<file path="config.mk">
export PLATFORM = sky130hd
export DESIGN_NAME = pisc_ctrl
export DESIGN_NICKNAME = d
export VERILOG_FILES = /design/src/rtl/pisc_pkg.sv /design/src/rtl/pisc_ctrl.sv
export SDC_FILE = /design/constraint.sdc
export NUM_CORES = 1
export LEC_CHECK = 0
export BUFFER_PORTS_ARGS = -buffer_cell sky130_fd_sc_hd__buf_2
export CORE_ASPECT_RATIO = 0.5
export CORE_MARGIN = 3
export CORE_UTILIZATION = 24
export DETAILED_ROUTE_END_ITERATION = 6
export SLEW_MARGIN = 20
export SYNTH_ARGS = -nofsm -noshare
export SYNTH_HDL_FRONTEND = slang
export SYNTH_SLANG_ARGS = --single-unit
</file>
<file path="constraint.sdc">
create_clock -name clk_i -period 1.9 [get_ports clk_i]
set_clock_uncertainty 0.2 [all_clocks]
set_input_delay 0.095 -clock clk_i [delete_from_list [all_inputs] [get_ports clk_i]]
set_output_delay 0.095 -clock clk_i [all_outputs]
set_load 0.02 [all_outputs]
</file>
<file path="src/rtl/pisc_pkg.sv">
package pisc_pkg;

  localparam int SLOT_COUNT = 4;
  localparam int SLOT_W     = (SLOT_COUNT > 1) ? $clog2(SLOT_COUNT) : 1;

  localparam int IDX_W      = 32;
  localparam int PAGE_W     = 32;
  localparam int OFF_W      = 16;
  localparam int PSIZE_W    = 17;
  localparam int LFSR_W     = 16;
  localparam int CNT_W      = 32;
  localparam int SLOTF_W    = 2;
  localparam int STEP_W     = $clog2(IDX_W);

  localparam int CFG_IDX_W  = 2;
  localparam int CFG_DATA_W = 17;

  localparam logic [CFG_IDX_W-1:0] CFG_PAGE_SIZE   = CFG_IDX_W'(0);
  localparam logic [CFG_IDX_W-1:0] CFG_VICTIM_SEED = CFG_IDX_W'(1);

  localparam logic [PSIZE_W-1:0] PAGE_SIZE_RESET = PSIZE_W'(256);
  localparam logic [PSIZE_W-1:0] PAGE_SIZE_MAX   = PSIZE_W'(65536);
  localparam logic [LFSR_W-1:0]  SEED_RESET      = LFSR_W'(44257);
  localparam logic [LFSR_W-1:0]  LFSR_POLY       = LFSR_W'(16'hB400);

  typedef enum logic {
    KIND_ACCESS = 1'b0,
    KIND_FLUSH  = 1'b1
  } kind_e;

  typedef struct packed {
    logic               hit;
    logic [SLOTF_W-1:0] slot;
    logic [OFF_W-1:0]   offset;
    logic [PAGE_W-1:0]  page_number;
    logic               writeback_valid;
    logic [PAGE_W-1:0]  writeback_page;
    logic [CNT_W-1:0]   hit_total;
    logic [CNT_W-1:0]   fault_total;
    logic               last;
  } out_t;

  // controller to datapath
  typedef struct packed {
    logic              start;
    logic              step;
    logic              resolve;
    logic              flush_emit;
    logic              flush_empty;
    logic [SLOT_W-1:0] ptr;
  } cmd_t;

  // datapath to controller
  typedef struct packed {
    logic out_free;
    logic any_valid;
    logic cur_valid;
    logic above_valid;
  } sts_t;

  function automatic logic [LFSR_W-1:0] lfsr_step(logic [LFSR_W-1:0] v);
    logic [LFSR_W-1:0] n;
    n = v >> 1;
    if (v[0]) begin
      n = n ^ LFSR_POLY;
    end
    return n;
  endfunction

  function automatic logic [SLOTF_W-1:0] slot_field(logic [SLOT_W-1:0] s);
    logic [SLOT_W+SLOTF_W-1:0] w;
    w = (SLOT_W + SLOTF_W)'(s);
    return w[SLOTF_W-1:0];
  endfunction

endpackage

</file>
<file path="src/rtl/pisc_ctrl.sv">
module pisc_ctrl
  import pisc_pkg::*;
(
  input  logic clk_i,
  input  logic rst_ni,
  input  logic in_valid_i,
  input  logic in_kind_i,
  output logic in_ready_o,
  input  sts_t sts_i,
  output cmd_t cmd_o
);

  typedef enum logic [2:0] {
    ST_IDLE,
    ST_DIVIDE,
    ST_RESOLVE,
    ST_FLUSH,
    ST_EMPTY
  } state_e;

  localparam logic [STEP_W-1:0] LAST_STEP  = STEP_W'(IDX_W - 1);

  state_e            state_q;
  logic [STEP_W-1:0] cnt_q;
  logic [SLOT_W-1:0] ptr_q;
  logic              take;

  assign in_ready_o = (state_q == ST_IDLE);
  assign take       = in_valid_i && in_ready_o;

  always_comb begin
    cmd_o             = '0;
    cmd_o.ptr         = ptr_q;
    cmd_o.start       = take && (in_kind_i == KIND_ACCESS);
    cmd_o.step        = (state_q == ST_DIVIDE);
    cmd_o.resolve     = (state_q == ST_RESOLVE) && sts_i.out_free;
    cmd_o.flush_emit  = (state_q == ST_FLUSH) && sts_i.cur_valid && sts_i.out_free;
    cmd_o.flush_empty = (state_q == ST_EMPTY) && sts_i.out_free;
  end

  always_ff @(posedge clk_i or negedge rst_ni) begin
    if (!rst_ni) begin
      state_q <= ST_IDLE;
      cnt_q   <= '0;
      ptr_q   <= '0;
    end else begin
      unique case (state_q)
        ST_IDLE: begin
          cnt_q <= '0;
          ptr_q <= '0;
          if (take) begin
            if (in_kind_i == KIND_FLUSH) begin
              state_q <= sts_i.any_valid ? ST_FLUSH : ST_EMPTY;
            end else begin
              state_q <= ST_DIVIDE;
            end
          end
        end
        ST_DIVIDE: begin
          cnt_q <= cnt_q + STEP_W'(1);
          if (cnt_q == LAST_STEP) begin
            state_q <= ST_RESOLVE;
          end
        end
        ST_RESOLVE: begin
          if (sts_i.out_free) begin
            state_q <= ST_IDLE;
          end
        end
        ST_FLUSH: begin
          // while the pointer slot is empty, a loaded slot above it always exists
          if (!sts_i.cur_valid) begin
            ptr_q <= ptr_q + SLOT_W'(1);
          end else if (sts_i.out_free) begin
            if (sts_i.above_valid) begin
              ptr_q <= ptr_q + SLOT_W'(1);
            end else begin
              state_q <= ST_IDLE;
            end
          end
        end
        ST_EMPTY: begin
          if (sts_i.out_free) begin
            state_q <= ST_IDLE;
          end
        end
        default: begin
          state_q <= ST_IDLE;
        end
      endcase
    end
  end

endmodule

</file>
==> key figures, run 1 <==
Setup path
  • Critical Path Start Type: flip-flop
  • CP bufs+invs: 0
  • Slowest cell on the critical path: sky130_fd_sc_hd__dfrtp_1
  • Required time at the worst-slack endpoint: ~1.8 ns
  • Data arrival time of the worst path: 1.63 ns
  • List of cells traversed by the critical path: ha_1 -> and3_1 -> ha_1 -> a211oi_1 -> a311oi_1
  • Critical path's top delay family: adder cells
  • Cell count along the critical path: 5
  • Start-to-end type of the worst setup path: reg -> reg
  • Length in cells of the worst reg-to-reg path: 5
  • Critical Path Sink Type: flip-flop
  • Largest incremental delay on the critical path: ~0.39 ns
  • Most common cell on crit path: sky130_fd_sc_hd__ha_1
  • Crit-path max FO: 3

Synthesis
  • Share of synthesized cell area in and, or, nand and nor gates: 0.303
  • Complex-gate fraction of the synthesized area: 0.175
  • Flop and latch count out of synthesis: 10
  • Netlist cell types: 36
  • Largest cells by area after synthesis: sky130_fd_sc_hd__dfrtp_1 38%, sky130_fd_sc_hd__nand2_1 5.2%, sky130_fd_sc_hd__nand3_1 4.6%
  • XOR/XNOR share of the synthesized area: 0
  • Total of warnings raised by yosys: 0
  • Main flop type after synthesis: sky130_fd_sc_hd__dfrtp_1
  • Adder-Cell Fraction of Synth Area: 0.0384
  • Gate Count Post-Synth: 74
  • Dominant combinational cell family by area after synthesis: simple AND/OR/NAND/NOR gates
  • Number of enable-type register cells in the synthesized netlist: 0
  • Synth area leader: sky130_fd_sc_hd__dfrtp_1
  • Async set-reset flop share out of synthesis: 1.00
  • Yosys top cell area share: 0.384
  • Post-synthesis average cell area: 8.81 µm²
  • Synth Net Count: 84
  • Share of cell area taken by muxes after synthesis: 0.0173
  • Portion of the post-synthesis area used by sequential elements: 0.384
  • Synthesized area: 652 µm²

Placement
  • Instance area at placement: approximately 750 µm²
  • Final estimated routing congestion in global placement: 0.701
  • I/O Buffers: 15
  • Worst slack, placed: approximately 0.2 ns
  • Detailed Place HPWL: roughly 1.0 mm

Global route
  • Global-route usage over all layers: 0.0900
  • Grt total ovfl: 0
  • Global-route wire length before repair: 2.38 mm
  • Via count of the first global-routing pass: 549
  • Antenna violations before repair: 0
  • Maximum number of pins on one net before global-route repair: 15

STA
  • Final setup margin: 0.169 ns
  • Period utilisation layout: 0.911
  • Number of pins exceeding their max-slew limit in the final report: 0
  • RSZ-0062 raised after global routing: no
  • Final count of hold timing violations: 0
  • Worst Max-Slew Pin Slew: between 0.3 and 0.4 ns
  • Slew Limit Headroom: 0.789
  • Final Setup Violations: 0
  • Sum of negative setup slack: 0 ns
  • Time the final worst path needs with I/O delays and setup: 1.73 ns
  • Fmax: around 580 MHz

Finish
  • Cell area after layout: between 800 and 900 µm²
  • Nets: 105
  • Antenna diode instance count: 0
  • Share of layout cells above drive strength 1: 0.287
  • Area growth syn-to-layout: 28.8%

Detailed routing
  • Number of detailed-routing iterations run before antenna repair: 5
  • Overall routed net length: 1.38 mm
  • Detailed router's first-iteration violation count: 58
  • Total DRC errors in the routed layout: 0
  • Vias after detailed routing: about 580
  • Vias per inst: 4.46
  • Post-DR wirelength/cell: 10.7 µm
  • Number of nets with antenna violations after routing: 0

Floorplanning
  • Height of the die: 42.9 µm
  • FP Rows: 12
  • Die area: between 3000 and 4000 µm²
  • Top Ports: 16
  • Die W: ~80 µm
  • Placeable core region: 2390 µm²
  • Initial cell density of the core: 0.273

Clock network
  • Number of clock sinks: 10
  • Hold buffers post-CTS: 3
  • Resized Gates After CTS: 0
  • H-tree depth: 1
  • TritonCTS Buffers: 3
  • Worst skew pair latency: between 0.2 and 0.25 ns
  • Clock slew at reported path FFs: ~0.04 ns
  • Number of buffers inserted by post-CTS setup repair: 0
  • Root Buffer: sky130_fd_sc_hd__clkbuf_8
  • CTS tree: done
  • Clock tree buffer depth: 2

Min path
  • Worst Hold Depth: 4
  • Path category of the worst min-delay check: in -> reg

Flow run
  • Max-Cap Viols: 0

Power
  • Leakage power summed over all cells: 0.407 nW
  • Cell Pwr Density: 1380 nW/µm²
  • Worst vdd rail ir drop: just over 0.3 mV

Status
  • Status: completed
kinds of logic (layout without fill, tap and decap cells):
logic type      after synthesis  after routing
fa+ha+maj                     2              2
flops                        10             10
mux                           1              1
buf+inv                       9             29
compound gates               16             16
simple gates                 36             36
worst reg2reg max path, delay by kind of cell, from the launching register on:
kind	cells	cell delay (ns)
fa+ha+maj	2	0.42
compound gates	2	0.40
flops	1	0.39
simple gates	1	0.19
through the flow:
step	std cells	power, mW	utilization	hold slack, ns
final	129	1.16	0.352	0.0209
after global routing	129	1.25	0.352	0.0722
after global placement	122	0.894	0.316	-0.234
after CTS	129	1.17	0.352	0.0181
after detailed placement	122	0.898	0.316	-0.237
after floorplan	74	0.777	-	-0.401
final timing paths:
kind                                               end  slack [ns]                  from
worst max-delay path            state_q[1]$_DFFE_PN0P_        0.17  cnt_q[0]$_DFFE_PN0P_
worst min-delay path            state_q[0]$_DFFE_PN0P_        0.02             in_kind_i
worst max register to register  state_q[1]$_DFFE_PN0P_        0.17  cnt_q[0]$_DFFE_PN0P_
worst min register to register    cnt_q[4]$_DFFE_PN0P_        0.30  cnt_q[4]$_DFFE_PN0P_
max in group asynchronous       state_q[1]$_DFFE_PN0P_        1.27                rst_ni
min in group asynchronous       state_q[2]$_DFFE_PN0P_        0.05                rst_ni
where the power goes:
part | total [mW] | internal [mW] | switching, mW
Sequential | 0.369 | 0.290 | 0.0786
Combinational | 0.531 | 0.230 | 0.300
Clock | 0.257 | 0.181 | 0.0755
final cells by class:
cell class | count | area [µm²]
clock buffer | 4 | 55.1
fill | 241 | 1550
inverter | 4 | 15.0
multi-input combinational | 55 | 348
sequential | 10 | 250
tap | 35 | 43.8
timing repair buffer | 21 | 128
state kept, by name (all words and copies together), names as in the netlist:
name and count:
state_q 3, ptr_q 2, cnt_q 5
synth_stat cells (2+ instances only):
| cell type | n |
|---|---|
| sky130_fd_sc_hd__dfrtp_1 | 10 |
| sky130_fd_sc_hd__nand2_1 | 9 |
| sky130_fd_sc_hd__nand3_1 | 6 |
| sky130_fd_sc_hd__nor2_1 | 5 |
| sky130_fd_sc_hd__inv_1 | 4 |
| sky130_fd_sc_hd__nand2b_1 | 3 |
| sky130_fd_sc_hd__o21ai_0 | 3 |
| sky130_fd_sc_hd__a21oi_1 | 2 |
| sky130_fd_sc_hd__buf_6 | 2 |
| sky130_fd_sc_hd__ha_1 | 2 |
| sky130_fd_sc_hd__nor2b_1 | 2 |
| sky130_fd_sc_hd__nor3_1 | 2 |
metal layers:
layer	track usage	vias up	routed length [µm]
met3	0.0424	0	49
met1	0.107	264	668
met2	0.146	10	661
met4	0.0240	0	0
li1	-	301	-
met5	0	-	0
placed cells by master, fill, tap and decap left out, drive strengths merged, types with 2 or more instances in the layout:
cell / count
a21oi: 2
buf: 18
clkbuf: 4
dfrtp: 10
dlygate4sd3: 3
ha: 2
inv: 4
nand2: 9
nand2b: 3
nand3: 6
nor2: 5
nor2b: 2
nor3: 2
o21ai: 4
(Power assumes the default switching activity.)
==> run 2: changes to the inputs <==
- SETUP_SLACK_MARGIN: not set -> 0.3
==> run 2 against run 1 <==
Against the previous run: wire length increased by 27%; clock power decreased by 15%; cell area increased by 16%; sequential power about the same; fmax increased by 6.4%; sequential cell count unchanged; utilization increased by 5.6 points; final cell count increased by 6.2%; clock-buffer cell count decreased by 1; largest cell class unchanged; highest routed layer is now met4.
==> key figures, run 2 (synthesis results as in run 1) <==
Status
  • Status: completed

STA
  • WHS: a little under 0.05 ns
  • Final Setup Violations: 0
  • Period utilisation layout: 0.856
  • Final setup margin: 0.273 ns
  • Time the final worst path needs with I/O delays and setup: 1.63 ns
  • Final count of hold timing violations: 0
  • Worst Max-Slew Pin Slew: 0.293 ns
  • Sum of negative setup slack: 0 ns
  • Number of pins exceeding their max-slew limit in the final report: 0
  • Slew Limit Headroom: 0.803
  • Fmax: 615 MHz
  • RSZ-0062 raised after global routing: yes

Setup path
  • List of cells traversed by the critical path: or2_4 -> nor4b_4 -> buf_4
  • Crit-path max FO: 4
  • Required time at the worst-slack endpoint: 1.60 ns
  • Data arrival time of the worst path: approximately 1.3 ns
  • Critical Path Start Type: flip-flop
  • Start-to-end type of the worst setup path: reg -> out
  • Critical path's top delay family: simple AND/OR/NAND/NOR gates
  • Slowest cell on the critical path: sky130_fd_sc_hd__dfrtp_2
  • Critical Path Sink Type: primary output
  • Largest incremental delay on the critical path: 0.43 ns
  • CP bufs+invs: 1

Finish
  • Area used by multi-input combinational logic: about 400 µm²
  • Flip-flop count of the largest register, all copies and words added: 5
  • Area growth syn-to-layout: 49.1%
  • Antenna diode instance count: 0
  • Share of layout cells above drive strength 1: 0.480
  • Seq. cell area: between 200 and 300 µm²
  • Most frequent standard cell in the layout excluding fill and tap cells: sky130_fd_sc_hd__buf_4
  • Nets: 114
  • Utilization after layout: 0.407
  • Commonest cells after routing, fill and taps aside: 13 x sky130_fd_sc_hd__buf_4, 11 x sky130_fd_sc_hd__buf_2, 8 x sky130_fd_sc_hd__nand2_1, 8 x sky130_fd_sc_hd__dfrtp_1, 6 x sky130_fd_sc_hd__nand3_1
  • Biggest registers after layout: cnt_q x5, state_q x3, ptr_q x2
  • Number of filler instances in the final layout: 237
  • Cell area after layout: 972 µm²
  • Largest Register: cnt_q

Detailed routing
  • Number of detailed-routing iterations run before antenna repair: 4
  • Total DRC errors in the routed layout: 0
  • Vias per inst: 4.78
  • Vias after detailed routing: around 660
  • Overall routed net length: 1.75 mm
  • Detailed router's first-iteration violation count: 39
  • Post-DR wirelength/cell: 12.7 µm
  • Number of nets with antenna violations after routing: 0

Global route
  • Grt total ovfl: 0
  • GR met1 Demand/Resource: 0.137
  • Global-route usage over all layers: 0.111
  • Antenna violations before repair: 0
  • Maximum number of pins on one net before global-route repair: 12
  • Most crowded layer after global routing: met2
  • Met3 Track Usage GR: 0.0254
  • Via count of the first global-routing pass: roughly 620
  • Global-route wire length before repair: 2.90 mm
  • Met2 routing resource usage after global routing: 0.184

Placement
  • Detailed Place HPWL: between 1 and 1.5 mm
  • I/O Buffers: 15
  • Instance area at placement: 771 µm²
  • Final estimated routing congestion in global placement: 0.720
  • Worst slack, placed: 0.257 ns

Clock network
  • H-tree depth: 1
  • CTS tree: done
  • Root Buffer: sky130_fd_sc_hd__clkbuf_8
  • Clock tree buffer depth: 2
  • Number of clock sinks: 10
  • Clock slew at reported path FFs: 0.05 ns
  • TritonCTS Buffers: 3
  • Worst skew pair latency: 0.23 ns

Floorplanning
  • Die area: around 3400 µm²
  • Height of the die: 42.9 µm
  • Die W: 79.7 µm
  • FP Rows: 12
  • Top Ports: 16
  • Initial cell density of the core: 0.273
  • Placeable core region: approximately 2400 µm²

Power
  • Leakage power summed over all cells: 0.449 nW
  • Cell Pwr Density: 1380 nW/µm²
  • Worst vdd rail ir drop: ~0.4 mV

Min path
  • Path category of the worst min-delay check: in -> async

Flow run
  • Max-Cap Viols: 0
[run 2: cell count changes in the layout (fill, tap and decap cells not counted), sizes merged]
cell	delta
clkbuf	-1
buf	+9
[run 2: worst register-to-register path, cell delays in order (launching register included)]
cell                       delay [ns]
sky130_fd_sc_hd__dfrtp_1         0.38
sky130_fd_sc_hd__ha_2            0.20
sky130_fd_sc_hd__and3_4          0.18
sky130_fd_sc_hd__ha_2            0.18
sky130_fd_sc_hd__inv_1           0.05
sky130_fd_sc_hd__a21oi_1         0.08
sky130_fd_sc_hd__a221oi_2        0.23
[run 2: final timing paths]
check | start | cells past startpoint | end | slack [ns]
hold / removal | rst_ni | 2 | cnt_q[2]$_DFFE_PN0P_ | 0.05
max in group asynchronous | rst_ni | 2 | state_q[0]$_DFFE_PN0P_ | 1.23
setup / recovery | state_q[2]$_DFFE_PN0P_ | 3 | cmd_o[6] | 0.27
hold reg to reg | cnt_q[4]$_DFFE_PN0P_ | 2 | cnt_q[4]$_DFFE_PN0P_ | 0.30
setup reg to reg | cnt_q[0]$_DFFE_PN0P_ | 6 | state_q[0]$_DFFE_PN0P_ | 0.32
min in group clk_i | sts_i[0] | 3 | state_q[1]$_DFFE_PN0P_ | 0.05
[run 2: routing by layer]
| layer | part of all wire | up-vias |
|---|---|---|
| met1 | 0.46 | 323 |
| met4 | 0.012 | 0 |
| met2 | 0.50 | 11 |
| met3 | 0.021 | 2 |
| met5 | 0 | - |
| li1 | - | 319 |
[run 2: power by group]
part,switching (mW),leakage [nW],internal [mW]
combinational,0.379,0.301,0.370
clock,0.0797,0.0216,0.138
sequential,0.0783,0.126,0.293
[run 2: layout make-up]
type	instances	share of cell area
multi-input combinational	55	0.414
sequential	10	0.260
timing repair buffer	30	0.223
tap	35	0.0450
clock buffer	3	0.0425
inverter	4	0.0154
[run 2: per-stage QoR]
| stage | power, mW | instances |
|---|---|---|
| after floorplan | 0.787 | 74 |
| after global routing | 1.44 | 137 |
| after detailed placement | 0.917 | 123 |
| final | 1.34 | 137 |
| after global placement | 0.915 | 123 |
| after CTS | 1.24 | 136 |
[run 2: timing repair]
item	CTS	global route
endpoints found under the setup margin	7	8
setup buffers	7	1
hold buffers	3	0
endpoints found under the hold margin	12	0
gates resized for setup	8	14
pin swaps	4	4
